**config.mk**
```make
export PLATFORM = sky130hd
export DESIGN_NAME = snd_seq
export DESIGN_NICKNAME = d
export VERILOG_FILES = /design/src/sv/sigmoid_neuron_delta_rule_trainer_macros.svh /design/src/sv/snd_pkg.sv /design/src/sv/snd_seq.sv
export SDC_FILE = /design/constraint.sdc
export NUM_CORES = 1
export LEC_CHECK = 0
export ABC_AREA = 1
export BUFFER_PORTS_ARGS = -buffer_cell sky130_fd_sc_hd__buf_2
export CORE_AREA = 4 4 41 43
export CTS_CLUSTER_DIAMETER = 30
export DETAILED_ROUTE_END_ITERATION = 8
export DIE_AREA = 0 0 45 47
export SYNTH_ARGS = -nofsm -noshare
export SYNTH_HDL_FRONTEND = slang
export SYNTH_SLANG_ARGS = --single-unit
```
**constraint.sdc**
```tcl
create_clock -name clk_i -period 1 [get_ports clk_i]
set_input_delay 0.05 -clock clk_i [delete_from_list [all_inputs] [get_ports clk_i]]
set_output_delay 0.05 -clock clk_i [all_outputs]
set_load 0.05 [all_outputs]
```
**src/sv/sigmoid_neuron_delta_rule_trainer_macros.svh**
```systemverilog
// Assertion macros shared by the neuron trainer RTL.
`ifndef SIGMOID_NEURON_DELTA_RULE_TRAINER_MACROS_SVH
`define SIGMOID_NEURON_DELTA_RULE_TRAINER_MACROS_SVH

`ifndef SYNTHESIS
// Same-cycle implication, disabled during reset.
`define SND_ASSERT_IMP(lbl, clk, rstn, ante, cons) \
  lbl: assert property (@(posedge clk) disable iff (!rstn) (ante) |-> (cons)) \
    else $error("same-cycle check failed");
// Next-cycle implication, disabled during reset.
`define SND_ASSERT_NXT(lbl, clk, rstn, ante, cons) \
  lbl: assert property (@(posedge clk) disable iff (!rstn) (ante) |=> (cons)) \
    else $error("next-cycle check failed");
`else
`define SND_ASSERT_IMP(lbl, clk, rstn, ante, cons)
`define SND_ASSERT_NXT(lbl, clk, rstn, ante, cons)
`endif

`endif

```
**src/sv/snd_pkg.sv**
```systemverilog
// Types, constants and helper functions for the sigmoid neuron trainer.
package snd_pkg;

  localparam int ACT_W  = 13;
  localparam int ERR_W  = 14;
  localparam int W_W    = 24;
  localparam int X_W    = 16;
  localparam int TGT_W  = 13;
  localparam int MODE_W = 2;
  localparam int RS_W   = 4;
  localparam int CIDX_W = 2;
  localparam int MUL_A_W = 28;
  localparam int MUL_B_W = 24;
  localparam int PROD_W  = MUL_A_W + MUL_B_W;
  localparam int DOT_W   = 41;
  localparam int PRE_W   = 30;
  localparam int D_W     = 16;

  localparam logic [ACT_W-1:0] ONE_Q12  = 13'd4096;
  localparam logic [ACT_W-1:0] HALF_Q12 = 13'd2048;

  localparam logic [MODE_W-1:0] MODE_TRAIN  = 2'd1;
  localparam logic [MODE_W-1:0] MODE_RELOAD = 2'd2;

  localparam logic [CIDX_W-1:0] CFG_INIT_WA   = 2'd0;
  localparam logic [CIDX_W-1:0] CFG_INIT_WB   = 2'd1;
  localparam logic [CIDX_W-1:0] CFG_INIT_BIAS = 2'd2;
  localparam logic [CIDX_W-1:0] CFG_RATE      = 2'd3;

  typedef enum logic [3:0] {
    ST_IDLE,
    ST_MUL_A,
    ST_MUL_B,
    ST_SUM,
    ST_ROM,
    ST_ACT,
    ST_ERR,
    ST_ERR_SCALE,
    ST_DELTA,
    ST_MUL_DA,
    ST_MUL_DB,
    ST_UPD_B,
    ST_DONE
  } snd_state_e;

  typedef enum logic [2:0] {
    MUL_W_A,
    MUL_W_B,
    MUL_ERR_ACT,
    MUL_ERR_SCALE,
    MUL_D_A,
    MUL_D_B
  } snd_mul_sel_e;

  typedef struct packed {
    logic         idle;
    logic         in_take;
    logic         mul_en;
    snd_mul_sel_e mul_sel;
    logic         acc_load;
    logic         idx_load;
    logic         act_load;
    logic         reload;
    logic         err_load;
    logic         d_load;
    logic         bias_upd;
    logic         wa_upd;
    logic         wb_upd;
    logic         out_load;
  } snd_ctl_t;

  // Clamp a 25-bit sum to the signed 24-bit range.
  function automatic logic [W_W-1:0] sat24(logic [W_W:0] v);
    logic [W_W-1:0] r;
    if (v[W_W] != v[W_W-1]) begin
      r = v[W_W] ? {1'b1, {(W_W-1){1'b0}}} : {1'b0, {(W_W-1){1'b1}}};
    end else begin
      r = v[W_W-1:0];
    end
    return r;
  endfunction

  // Unsigned floor quotient by shift and subtract; only evaluated while building tables.
  function automatic longint unsigned udiv64(longint unsigned num, longint unsigned den);
    longint unsigned q;
    longint unsigned r;
    q = 0;
    r = 0;
    for (int b = 63; b >= 0; b--) begin
      r = {r[62:0], num[b]};
      if (r >= den) begin
        r    = r - den;
        q[b] = 1'b1;
      end
    end
    return q;
  endfunction

  // exp(-f/65536) in Q.30 as a 16-term alternating series; used to build the table.
  function automatic longint unsigned exp_neg_frac(longint unsigned f);
    longint          acc;
    longint unsigned t;
    acc = 0;
    t   = 64'd1 << 30;
    for (int k = 0; k < 16; k++) begin
      if ((k & 1) == 1) begin
        acc = acc - longint'(t);
      end else begin
        acc = acc + longint'(t);
      end
      t = udiv64(t * f, 64'd65536 * longint'(k + 1));
    end
    return (acc < 0) ? 64'd0 : longint'(acc);
  endfunction

endpackage

```
**src/sv/snd_seq.sv**
```systemverilog
// Sequencer that steps one item through the shared multiplier.
module snd_seq (
  input  logic                clk_i,
  input  logic                rst_ni,
  input  logic                in_valid_i,
  input  logic                train_i,
  input  logic                out_free_i,
  output snd_pkg::snd_state_e state_o,
  output snd_pkg::snd_ctl_t   ctl_o
);
  import snd_pkg::*;

  snd_state_e state_q, state_d;

  always_ff @(posedge clk_i or negedge rst_ni) begin
    if (!rst_ni) begin
      state_q <= ST_IDLE;
    end else begin
      state_q <= state_d;
    end
  end

  always_comb begin
    state_d = state_q;
    unique case (state_q)
      ST_IDLE:      if (in_valid_i) state_d = ST_MUL_A;
      ST_MUL_A:     state_d = ST_MUL_B;
      ST_MUL_B:     state_d = ST_SUM;
      ST_SUM:       state_d = ST_ROM;
      ST_ROM:       state_d = ST_ACT;
      ST_ACT:       state_d = train_i ? ST_ERR : ST_DONE;
      ST_ERR:       state_d = ST_ERR_SCALE;
      ST_ERR_SCALE: state_d = ST_DELTA;
      ST_DELTA:     state_d = ST_MUL_DA;
      ST_MUL_DA:    state_d = ST_MUL_DB;
      ST_MUL_DB:    state_d = ST_UPD_B;
      ST_UPD_B:     state_d = ST_DONE;
      ST_DONE:      if (out_free_i) state_d = ST_IDLE;
      default:      state_d = ST_IDLE;
    endcase
  end

  always_comb begin
    ctl_o         = '0;
    ctl_o.mul_sel = MUL_W_A;
    unique case (state_q)
      ST_IDLE: begin
        ctl_o.idle    = 1'b1;
        ctl_o.in_take = in_valid_i;
      end
      ST_MUL_A: begin
        ctl_o.mul_en  = 1'b1;
        ctl_o.mul_sel = MUL_W_A;
      end
      ST_MUL_B: begin
        ctl_o.mul_en   = 1'b1;
        ctl_o.mul_sel  = MUL_W_B;
        ctl_o.acc_load = 1'b1;
      end
      ST_SUM:   ctl_o.idx_load = 1'b1;
      ST_ROM:   ctl_o.idle = 1'b0;
      ST_ACT: begin
        ctl_o.act_load = 1'b1;
        ctl_o.reload   = 1'b1;
      end
      ST_ERR: begin
        ctl_o.mul_en   = 1'b1;
        ctl_o.mul_sel  = MUL_ERR_ACT;
        ctl_o.err_load = 1'b1;
      end
      ST_ERR_SCALE: begin
        ctl_o.mul_en  = 1'b1;
        ctl_o.mul_sel = MUL_ERR_SCALE;
      end
      ST_DELTA: ctl_o.d_load = 1'b1;
      ST_MUL_DA: begin
        ctl_o.mul_en   = 1'b1;
        ctl_o.mul_sel  = MUL_D_A;
        ctl_o.bias_upd = 1'b1;
      end
      ST_MUL_DB: begin
        ctl_o.mul_en  = 1'b1;
        ctl_o.mul_sel = MUL_D_B;
        ctl_o.wa_upd  = 1'b1;
      end
      ST_UPD_B: ctl_o.wb_upd = 1'b1;
      ST_DONE:  ctl_o.out_load = out_free_i;
      default:  ctl_o.idle = 1'b0;
    endcase
  end

  assign state_o = state_q;

endmodule
```
==> out/results.ini <==
[status]
status=finished with violations
violations=negative setup slack

[worst_hold_path]
worstHoldStart=train_i
hold_class=input port to flop

[worst_setup_path]
critPathKind=flop to primary output
r2r_start=state_o[1]$_DFFE_PN0P_
required_ps=950
cp_max_fo=6
arrival_ps=1280
critPathLaunch=state_o[1]$_DFFE_PN0P_
start_kind=flop
cp-end-kind=primary output

[synth]
avgSynthCellArea_um2=5.64
syn_nets=64
netlist_top_cells_area=dfrtp_1 30%, nor2_1 19%, inv_1 15%
syn_area_um2=333
synth-seq-area-share=0.301
yosysTopAreaCellShare=0.301
netlist_instances=59
ys_warn_count=0
yosys.area.top_type=dfrtp_1
synth_cell_type_count=12
synth_seq_cells=4

[run]
maxCapViolCount=0

[placement]
hpwl_um=903
dp.cells=102
portBuffers=24
gp_congestion=0.769

[layout]
final_cells=111
antenna_cells=0
drive_gt1_frac=0.792
most-common-layout-cells=21 x buf_6, 12 x nor2_4, 6 x inv_1, 6 x nor2_1, 5 x buf_8
largest_reg_flops=4
syn_to_final_growth_pct=191
final_common_cell=buf_6
nNetsFinal=103

[routing]
post_drt_wl_per_cell_um=11.8
route.detailed.drc=0
vias=505
ant_nets=0
drt_pass1_iterations=3
drtIter0Drc=8
viasPerCell=4.55
wirelength_um=1310

[global_routing]
grt_antenna_before_repair=0
grtUsageMet1=0.170
met3_usage=0.0115
grtUsageMet2=0.226
grt_usage=0.134
grt_pass1_wl_um=2100
grt_overflow=0
top_usage_layer=met2
grt_max_degree=7
grt_pass1_vias=531

[floorplanning]
die-area_um2=2120
row_count=13
core_um2=1300
die_h_um=47
num_io_pins=25
start_util=0.256
die_x_um=45

[sta]
tns_ps=-5310
max_slew_margin=0.825
clock_skew_ps=1.12
finalCriticalPeriod_ps=1330
setup_violations=24
tightest_slew_ps=263
fmax_ghz=0.755
finalCritPeriodShare=1.33
setup_slack_ps=-325
hold_violations=0
rsz0062_at_grt=yes
hold_slack_ps=92.6
drv_slew=0

[clock_tree]
cts_buffers=3
cts_tree=built
clkSlewWorstSetupHoldPaths_ps=30
clockBufferDepth=2
insertion_delay_ps=230
cts_root_buf=clkbuf_4
clock-sinks=4
htreeDepth=1

## Yosys cell counts
master   instances
nor3_1           1
inv_1           13
nand3_1          5
o21ai_0          2
nor2_1          17
a21oi_1          2
dfrtp_1          4
nand2_1         10
o22ai_1          1
buf_4            1
nand2_2          1
nor2_2           2
## final cells by class
| cell class | instances | area [um^2] |
|---|---|---|
| inverters | 13 | 62.6 |
| clock buffers | 3 | 22.5 |
| fillers | 86 | 333 |
| repair buffers | 35 | 372 |
| flip-flops and latches | 4 | 108 |
| multi-input cells | 41 | 385 |
| well taps | 15 | 18.8 |
## metal layers
layer / wire [um] / part of all wire
met1: 565 / 0.43
met2: 702 / 0.54
met3: 40 / 0.031
met4: 0 / 0
met5: 0 / 0
## worst max-delay path: stages (launching register included)
cell and delay (ps):
dfrtp_2 500, inv_4 120, nand2_8 80, nand2_4 70
nand2_4 50, o21ai_2 60, buf_6 170
## kinds of logic after synthesis
logic type,Yosys count,synth area share
DFF,4,0.301
and+or+nand+nor,36,0.451
buffers and inverters,14,0.169
AOI/OAI and AO/OA,5,0.0790
## what timing repair did
item | 4_1_cts | 5_1_grt
hold buffers | 1 | 0
pin swaps | 7 | 9
setup endpoints to repair | 23 | 24
buffers inserted | 2 | 4
endpoints found under the hold margin | 4 | 0
resized for setup | 58 | 16
## per-stage QoR
step / util / setup WS [ps] / area [um^2]
2_1_floorplan: - / -352 / 480
3_3_place_gp: 0.496 / -263 / 646
3_5_place_dp: 0.496 / -276 / 646
4_1_cts: 0.680 / -326 / 885
5_1_grt: 0.744 / -393 / 968
6_report: 0.744 / -325 / 968
## final timing paths
path / slack (ps) / cells after the start / to
max: -330 / 6 / ctl_o[13]
min: 90 / 3 / state_o[1]$_DFFE_PN0P_
max reg2reg: -210 / 6 / state_o[0]$_DFFE_PN0P_
min reg2reg: 670 / 3 / state_o[0]$_DFFE_PN0P_
max in group asynchronous: 710 / 2 / state_o[2]$_DFFE_PN0P_
min in group asynchronous: 160 / 2 / state_o[2]$_DFFE_PN0P_
Power is left out: the tool's default activity adds up to more than one toggle a clock period on the data nets, which glitch-free logic cannot reach.
