### src/sv/sigmoid_neuron_delta_rule_trainer_macros.svh
// Assertion macros shared by the neuron trainer RTL.
`ifndef SIGMOID_NEURON_DELTA_RULE_TRAINER_MACROS_SVH
`define SIGMOID_NEURON_DELTA_RULE_TRAINER_MACROS_SVH

`ifndef SYNTHESIS
// Same-cycle implication, disabled during reset.
`define SND_ASSERT_IMP(lbl, clk, rstn, ante, cons) \
  lbl: assert property (@(posedge clk) disable iff (!rstn) (ante) |-> (cons)) \
    else $error("same-cycle check failed");
// Next-cycle implication, disabled during reset.
`define SND_ASSERT_NXT(lbl, clk, rstn, ante, cons) \
  lbl: assert property (@(posedge clk) disable iff (!rstn) (ante) |=> (cons)) \
    else $error("next-cycle check failed");
`else
`define SND_ASSERT_IMP(lbl, clk, rstn, ante, cons)
`define SND_ASSERT_NXT(lbl, clk, rstn, ante, cons)
`endif

`endif

### src/sv/snd_pkg.sv
// Types, constants and helper functions for the sigmoid neuron trainer.
package snd_pkg;

  localparam int ACT_W  = 13;
  localparam int ERR_W  = 14;
  localparam int W_W    = 24;
  localparam int X_W    = 16;
  localparam int TGT_W  = 13;
  localparam int MODE_W = 2;
  localparam int RS_W   = 4;
  localparam int CIDX_W = 2;
  localparam int MUL_A_W = 28;
  localparam int MUL_B_W = 24;
  localparam int PROD_W  = MUL_A_W + MUL_B_W;
  localparam int DOT_W   = 41;
  localparam int PRE_W   = 30;
  localparam int D_W     = 16;

  localparam logic [ACT_W-1:0] ONE_Q12  = 13'd4096;
  localparam logic [ACT_W-1:0] HALF_Q12 = 13'd2048;

  localparam logic [MODE_W-1:0] MODE_TRAIN  = 2'd1;
  localparam logic [MODE_W-1:0] MODE_RELOAD = 2'd2;

  localparam logic [CIDX_W-1:0] CFG_INIT_WA   = 2'd0;
  localparam logic [CIDX_W-1:0] CFG_INIT_WB   = 2'd1;
  localparam logic [CIDX_W-1:0] CFG_INIT_BIAS = 2'd2;
  localparam logic [CIDX_W-1:0] CFG_RATE      = 2'd3;

  typedef enum logic [3:0] {
    ST_IDLE,
    ST_MUL_A,
    ST_MUL_B,
    ST_SUM,
    ST_ROM,
    ST_ACT,
    ST_ERR,
    ST_ERR_SCALE,
    ST_DELTA,
    ST_MUL_DA,
    ST_MUL_DB,
    ST_UPD_B,
    ST_DONE
  } snd_state_e;

  typedef enum logic [2:0] {
    MUL_W_A,
    MUL_W_B,
    MUL_ERR_ACT,
    MUL_ERR_SCALE,
    MUL_D_A,
    MUL_D_B
  } snd_mul_sel_e;

  typedef struct packed {
    logic         idle;
    logic         in_take;
    logic         mul_en;
    snd_mul_sel_e mul_sel;
    logic         acc_load;
    logic         idx_load;
    logic         act_load;
    logic         reload;
    logic         err_load;
    logic         d_load;
    logic         bias_upd;
    logic         wa_upd;
    logic         wb_upd;
    logic         out_load;
  } snd_ctl_t;

  // Clamp a 25-bit sum to the signed 24-bit range.
  function automatic logic [W_W-1:0] sat24(logic [W_W:0] v);
    logic [W_W-1:0] r;
    if (v[W_W] != v[W_W-1]) begin
      r = v[W_W] ? {1'b1, {(W_W-1){1'b0}}} : {1'b0, {(W_W-1){1'b1}}};
    end else begin
      r = v[W_W-1:0];
    end
    return r;
  endfunction

  // Unsigned floor quotient by shift and subtract; only evaluated while building tables.
  function automatic longint unsigned udiv64(longint unsigned num, longint unsigned den);
    longint unsigned q;
    longint unsigned r;
    q = 0;
    r = 0;
    for (int b = 63; b >= 0; b--) begin
      r = {r[62:0], num[b]};
      if (r >= den) begin
        r    = r - den;
        q[b] = 1'b1;
      end
    end
    return q;
  endfunction

  // exp(-f/65536) in Q.30 as a 16-term alternating series; used to build the table.
  function automatic longint unsigned exp_neg_frac(longint unsigned f);
    longint          acc;
    longint unsigned t;
    acc = 0;
    t   = 64'd1 << 30;
    for (int k = 0; k < 16; k++) begin
      if ((k & 1) == 1) begin
        acc = acc - longint'(t);
      end else begin
        acc = acc + longint'(t);
      end
      t = udiv64(t * f, 64'd65536 * longint'(k + 1));
    end
    return (acc < 0) ? 64'd0 : longint'(acc);
  endfunction

endpackage

### src/sv/snd_mul.sv
// Shared signed multiplier with a registered product.
module snd_mul (
  input  logic                                 clk_i,
  input  logic                                 en_i,
  input  logic signed [snd_pkg::MUL_A_W-1:0]   a_i,
  input  logic signed [snd_pkg::MUL_B_W-1:0]   b_i,
  output logic signed [snd_pkg::PROD_W-1:0]    prod_o
);
  import snd_pkg::*;

  logic signed [PROD_W-1:0] prod_q;

  always_ff @(posedge clk_i) begin
    if (en_i) begin
      prod_q <= PROD_W'(a_i) * PROD_W'(b_i);
    end
  end

  assign prod_o = prod_q;

endmodule

### config.mk
export PLATFORM = sky130hd
export DESIGN_NAME = snd_mul
export DESIGN_NICKNAME = d
export VERILOG_FILES = /design/src/sv/sigmoid_neuron_delta_rule_trainer_macros.svh /design/src/sv/snd_pkg.sv /design/src/sv/snd_mul.sv
export SDC_FILE = /design/constraint.sdc
export NUM_CORES = 2
export LEC_CHECK = 0
export BUFFER_PORTS_ARGS = -buffer_cell sky130_fd_sc_hd__buf_4
export CORE_MARGIN = 2
export CORE_UTILIZATION = 35
export DETAILED_ROUTE_END_ITERATION = 10
export GPL_TIMING_DRIVEN = 0
export SYNTH_ARGS = -nofsm -noshare
export SYNTH_HDL_FRONTEND = slang
export SYNTH_SLANG_ARGS = --single-unit
### constraint.sdc
create_clock -name clk_i -period 10.1 [get_ports clk_i]
set_clock_uncertainty 0.2 [all_clocks]
set_input_delay 0.505 -clock clk_i [delete_from_list [all_inputs] [get_ports clk_i]]
set_output_delay 0.505 -clock clk_i [all_outputs]
set_load 0.02 [all_outputs]
==> metrics.txt <==
# TYPE chip_impl_metric gauge
chip_impl_metric{name="grt_max_degree",unit=""} 53
chip_impl_metric{name="cts.path.max_buffers",unit=""} 2
chip_impl_metric{name="drt_pass1_iterations",unit=""} 5
chip_impl_metric{name="cts.htree.levels",unit=""} 2
chip_impl_metric{name="route.antenna.remaining_nets",unit=""} 0
chip_impl_info{name="cp_cell_instances",value="clkbuf_1 -> clkbuf_1 -> nand2_1 -> fa_1 -> inv_1 -> fa_1 -> fa_1 -> fa_1 -> fa_1 -> fa_1 -> fa_1 -> ha_1 -> clkbuf_1 -> nand4_1 -> nor2b_1 -> inv_1 -> a2111oi_2 -> o21ai_1 -> a21o_2 -> a31oi_2 -> a311o_2 -> a31oi_1 -> xnor2_1"} 1
chip_impl_metric{name="total_standard_cell_area_after_synthesis",unit="sq um"} 25500
chip_impl_metric{name="slew_headroom",unit="%"} 13.1
chip_impl_metric{name="cts_sinks",unit=""} 52
chip_impl_metric{name="synth-warning-count",unit=""} 0
chip_impl_info{name="min-delay-start",value="b_i[0]"} 1
chip_impl_metric{name="cts_hold_repair.buffers",unit=""} 0
chip_impl_info{name="cts_tree",value="yes"} 1
chip_impl_metric{name="postCtsSetupBuffers",unit=""} 0
chip_impl_metric{name="area_growth",unit="%"} 7.92
chip_impl_info{name="min_to",value="prod_o[0]$_DFFE_PP_"} 1
chip_impl_metric{name="vertical_die_dimension",unit="microns"} 274
chip_impl_metric{name="dieArea",unit="sq um"} 75000
chip_impl_metric{name="detail_route.wirelength",unit="microns"} 79600
chip_impl_metric{name="initial_antenna_violation_count",unit=""} 8
chip_impl_metric{name="min_path_cells",unit=""} 2
chip_impl_metric{name="wire_length_of_the_first_global_routing_pass",unit="microns"} 121000
chip_impl_metric{name="core.rowCount",unit=""} 98
chip_impl_info{name="critical-path-top-cell-by-count",value="fa_1"} 1
chip_impl_metric{name="drt-wirelength-per-cell",unit="microns"} 21.4
chip_impl_metric{name="floorplan.die.width",unit="microns"} 274
chip_impl_metric{name="max_ffs_per_register",unit=""} 52
chip_impl_metric{name="global_route.overflow_total",unit=""} 0
chip_impl_info{name="synth_ff_type",value="edfxtp_1"} 1
chip_impl_metric{name="design.core.area",unit="sq um"} 71900
chip_impl_metric{name="drc_errors",unit=""} 0
chip_impl_metric{name="cts_made_buffers",unit=""} 5
chip_impl_metric{name="worst-path-buf-inv",unit=""} 5
chip_impl_metric{name="nets",unit=""} 3652
chip_impl_metric{name="ctsResizeCount",unit=""} 0
chip_impl_info{name="root_buffer",value="clkbuf_16"} 1
chip_impl_info{name="unrepaired_setup_endpoints_after_global_routing",value="no"} 1
chip_impl_metric{name="first_global_vias",unit=""} 20200
chip_impl_metric{name="final-seq-area",unit="sq um"} 1560
chip_impl_metric{name="worst-endpoint-arrival",unit="ns"} 9.47
chip_impl_metric{name="place.detailed.instances",unit=""} 3704
chip_impl_metric{name="vias_per_cell",unit=""} 4.92
chip_impl_metric{name="crit_required",unit="ns"} 9.96
chip_impl_metric{name="dr.first_iter.drc_count",unit=""} 1249
chip_impl_metric{name="whs",unit="ns"} 0.374
chip_impl_metric{name="worstMarginPinSlew",unit="ns"} 1.30
chip_impl_metric{name="setup_total_negative_slack",unit="ns"} 0
chip_impl_metric{name="synth.distinct_cells",unit=""} 51
chip_impl_metric{name="cpPeakStageDelay",unit="ns"} 0.87
chip_impl_metric{name="syn-mean-instance-area",unit="sq um"} 9.57
chip_impl_info{name="crit_path_top_delay_cell",value="clkbuf_1"} 1
chip_impl_info{name="setup.worst_path.start_class",value="input pin"} 1
chip_impl_info{name="run_status",value="completed"} 1
chip_impl_metric{name="share_of_flip_flops_with_an_asynchronous_set_or_reset_after_synthesis",unit="%"} 0
chip_impl_metric{name="drive_above_1_share",unit="%"} 3.87
chip_impl_metric{name="fin_cells",unit=""} 3717
chip_impl_info{name="kind_of_capture_point_of_the_worst_setup_path",value="register"} 1
chip_impl_info{name="criticalPathCategory",value="input pin to register"} 1
chip_impl_metric{name="yosys_register_bits",unit=""} 52
chip_impl_metric{name="period_share",unit="%"} 95.1
chip_impl_metric{name="boundaryPins",unit=""} 106
chip_impl_metric{name="dpl-instance-area",unit="sq um"} 27400
chip_impl_metric{name="timing.final.hold_violations",unit=""} 0
chip_impl_metric{name="vias_after_detailed_routing",unit=""} 18300
chip_impl_metric{name="cap_viol_max_count",unit=""} 0
chip_impl_info{name="crit_family",value="adder cells"} 1
chip_impl_metric{name="synth_seq_area_share",unit="%"} 6.12
chip_impl_metric{name="grt.total_usage",unit="%"} 22.0
chip_impl_metric{name="cp_max_fo",unit=""} 10
chip_impl_metric{name="globalplace.congestion",unit=""} 0.969
chip_impl_metric{name="edff_count_synth",unit=""} 52
chip_impl_metric{name="timing.fmax",unit="GHz"} 0.104
chip_impl_metric{name="syn-num-nets",unit=""} 3555
chip_impl_metric{name="final.min_clock_period",unit="ns"} 9.61
chip_impl_metric{name="place.port_buffers",unit=""} 90
chip_impl_metric{name="clkSlewWorstSetupHoldPaths",unit="ns"} 0.08
chip_impl_metric{name="endpoints_failing_setup",unit=""} 0
chip_impl_metric{name="dpl.hpwl",unit="microns"} 67900
chip_impl_metric{name="syn-instance-count",unit=""} 2664
chip_impl_metric{name="maxSlewViolCount",unit=""} 0
chip_impl_info{name="hold_path_class",value="input pin to register"} 1
chip_impl_metric{name="layout.filler_cells",unit=""} 7384
chip_impl_metric{name="start_util",unit="%"} 35.5
chip_impl_metric{name="area_of_the_multi_input_gates",unit="sq um"} 20900
chip_impl_metric{name="final_cell_area",unit="sq um"} 27500
[cell usage after synthesis, types with 2 or more instances]
| cell | n | share of area (%) |
|---|---|---|
| and4_1 | 2 | 0.069 |
| a41oi_1 | 2 | 0.069 |
| a21boi_0 | 2 | 0.059 |
| o21bai_1 | 6 | 0.18 |
| edfxtp_1 | 52 | 6.1 |
| a211oi_1 | 3 | 0.088 |
| nand2_1 | 358 | 5.3 |
| nor2_1 | 42 | 0.62 |
| o21ai_1 | 4 | 0.079 |
| xor2_1 | 17 | 0.58 |
| a211o_1 | 2 | 0.069 |
| o21ai_0 | 24 | 0.47 |
| nor2b_1 | 7 | 0.17 |
| nand3_1 | 10 | 0.20 |
| and2_1 | 318 | 7.8 |
| fa_1 | 695 | 55 |
| a21oi_1 | 52 | 1.0 |
| buf_1 | 11 | 0.16 |
| and3_1 | 4 | 0.098 |
| nand2b_1 | 10 | 0.25 |
| xnor2_1 | 39 | 1.3 |
| a31oi_1 | 4 | 0.098 |
| a21o_1 | 21 | 0.62 |
| clkbuf_1 | 116 | 1.7 |
| nand4_1 | 7 | 0.17 |
| o211ai_1 | 2 | 0.059 |
| inv_1 | 678 | 10 |
| o21a_1 | 7 | 0.21 |
| nand3b_1 | 2 | 0.059 |
| ha_1 | 142 | 7.0 |
| a2111oi_0 | 3 | 0.10 |
| nor3_1 | 3 | 0.059 |
[worst max-delay path by stage]
stage / from / end / slack, ns / cells after the start
detailed placement: b_i[16] / prod_o[48]$_DFFE_PP_ / 0.26 / 23
global placement: b_i[16] / prod_o[48]$_DFFE_PP_ / 0.21 / 23
finish: b_i[16] / prod_o[48]$_DFFE_PP_ / 0.49 / 23
CTS: b_i[16] / prod_o[48]$_DFFE_PP_ / 0.58 / 23
floorplan: b_i[4] / prod_o[48]$_DFFE_PP_ / 2.64 / 26
global route: b_i[18] / prod_o[48]$_DFFE_PP_ / 0.17 / 23
[kinds of logic (layout without fill, tap and decap cells)]
kind of cell	count (synthesis)	in the layout	synth area share, %
DFF	52	52	6.12
xor gates and xnor gates	56	56	1.92
and+or+nand+nor	767	767	14.9
adders and majority gates	837	837	61.5
buffers and inverters	806	904	11.9
AOI/OAI and AO/OA	146	146	3.67
other	0	5	0
[area by class of cell]
cell class | count | share of cell area [%]
multi-input cells | 1806 | 76.0
inverters | 678 | 9.25
flip-flops and latches | 52 | 5.67
well taps | 950 | 4.32
repair buffers | 90 | 2.45
plain buffers | 128 | 1.75
clock buffers | 5 | 0.455
clock inverters | 3 | 0.0682
diodes | 5 | 0.0455
[placed cells by master (no fill, tap or decap), types with 3 or more instances in the layout]
cell type  instances
nand2_1          358
nand2b_1          10
a211oi_1           3
nor2_1            42
nor3_1             3
a2111oi_0          3
ha_1             142
inv_1            678
buf_4             90
o21ai_1            4
buf_1             11
nand4_1            7
nor2b_1            7
o21a_1             7
and3_1             4
clkbuf_16          5
a21o_1            21
xnor2_1           39
diode_2            5
o21ai_0           24
and2_1           318
edfxtp_1          52
a21oi_1           52
o21bai_1           6
clkbuf_1         116
a31oi_1            4
fa_1             695
nand3_1           10
xor2_1            17
[through the flow]
stage	util, %	setup WS [ns]
3_5_place_dp	38.1	0.265
3_3_place_gp	38.1	0.206
4_1_cts	38.3	0.576
6_report	38.3	0.491
5_1_grt	38.3	0.166
2_1_floorplan	-	2.64
[layer usage]
layer	vias up	track usage [%]	share of wire, %
met2	719	37.2	49
met1	9518	27.9	39
met3	212	3.36	6.8
li1	7841	-	-
met4	2	9.83	5.1
met5	-	0	0.016
Power is left out: the tool's default activity adds up to more than one toggle a clock period on the data nets, which glitch-free logic cannot reach.
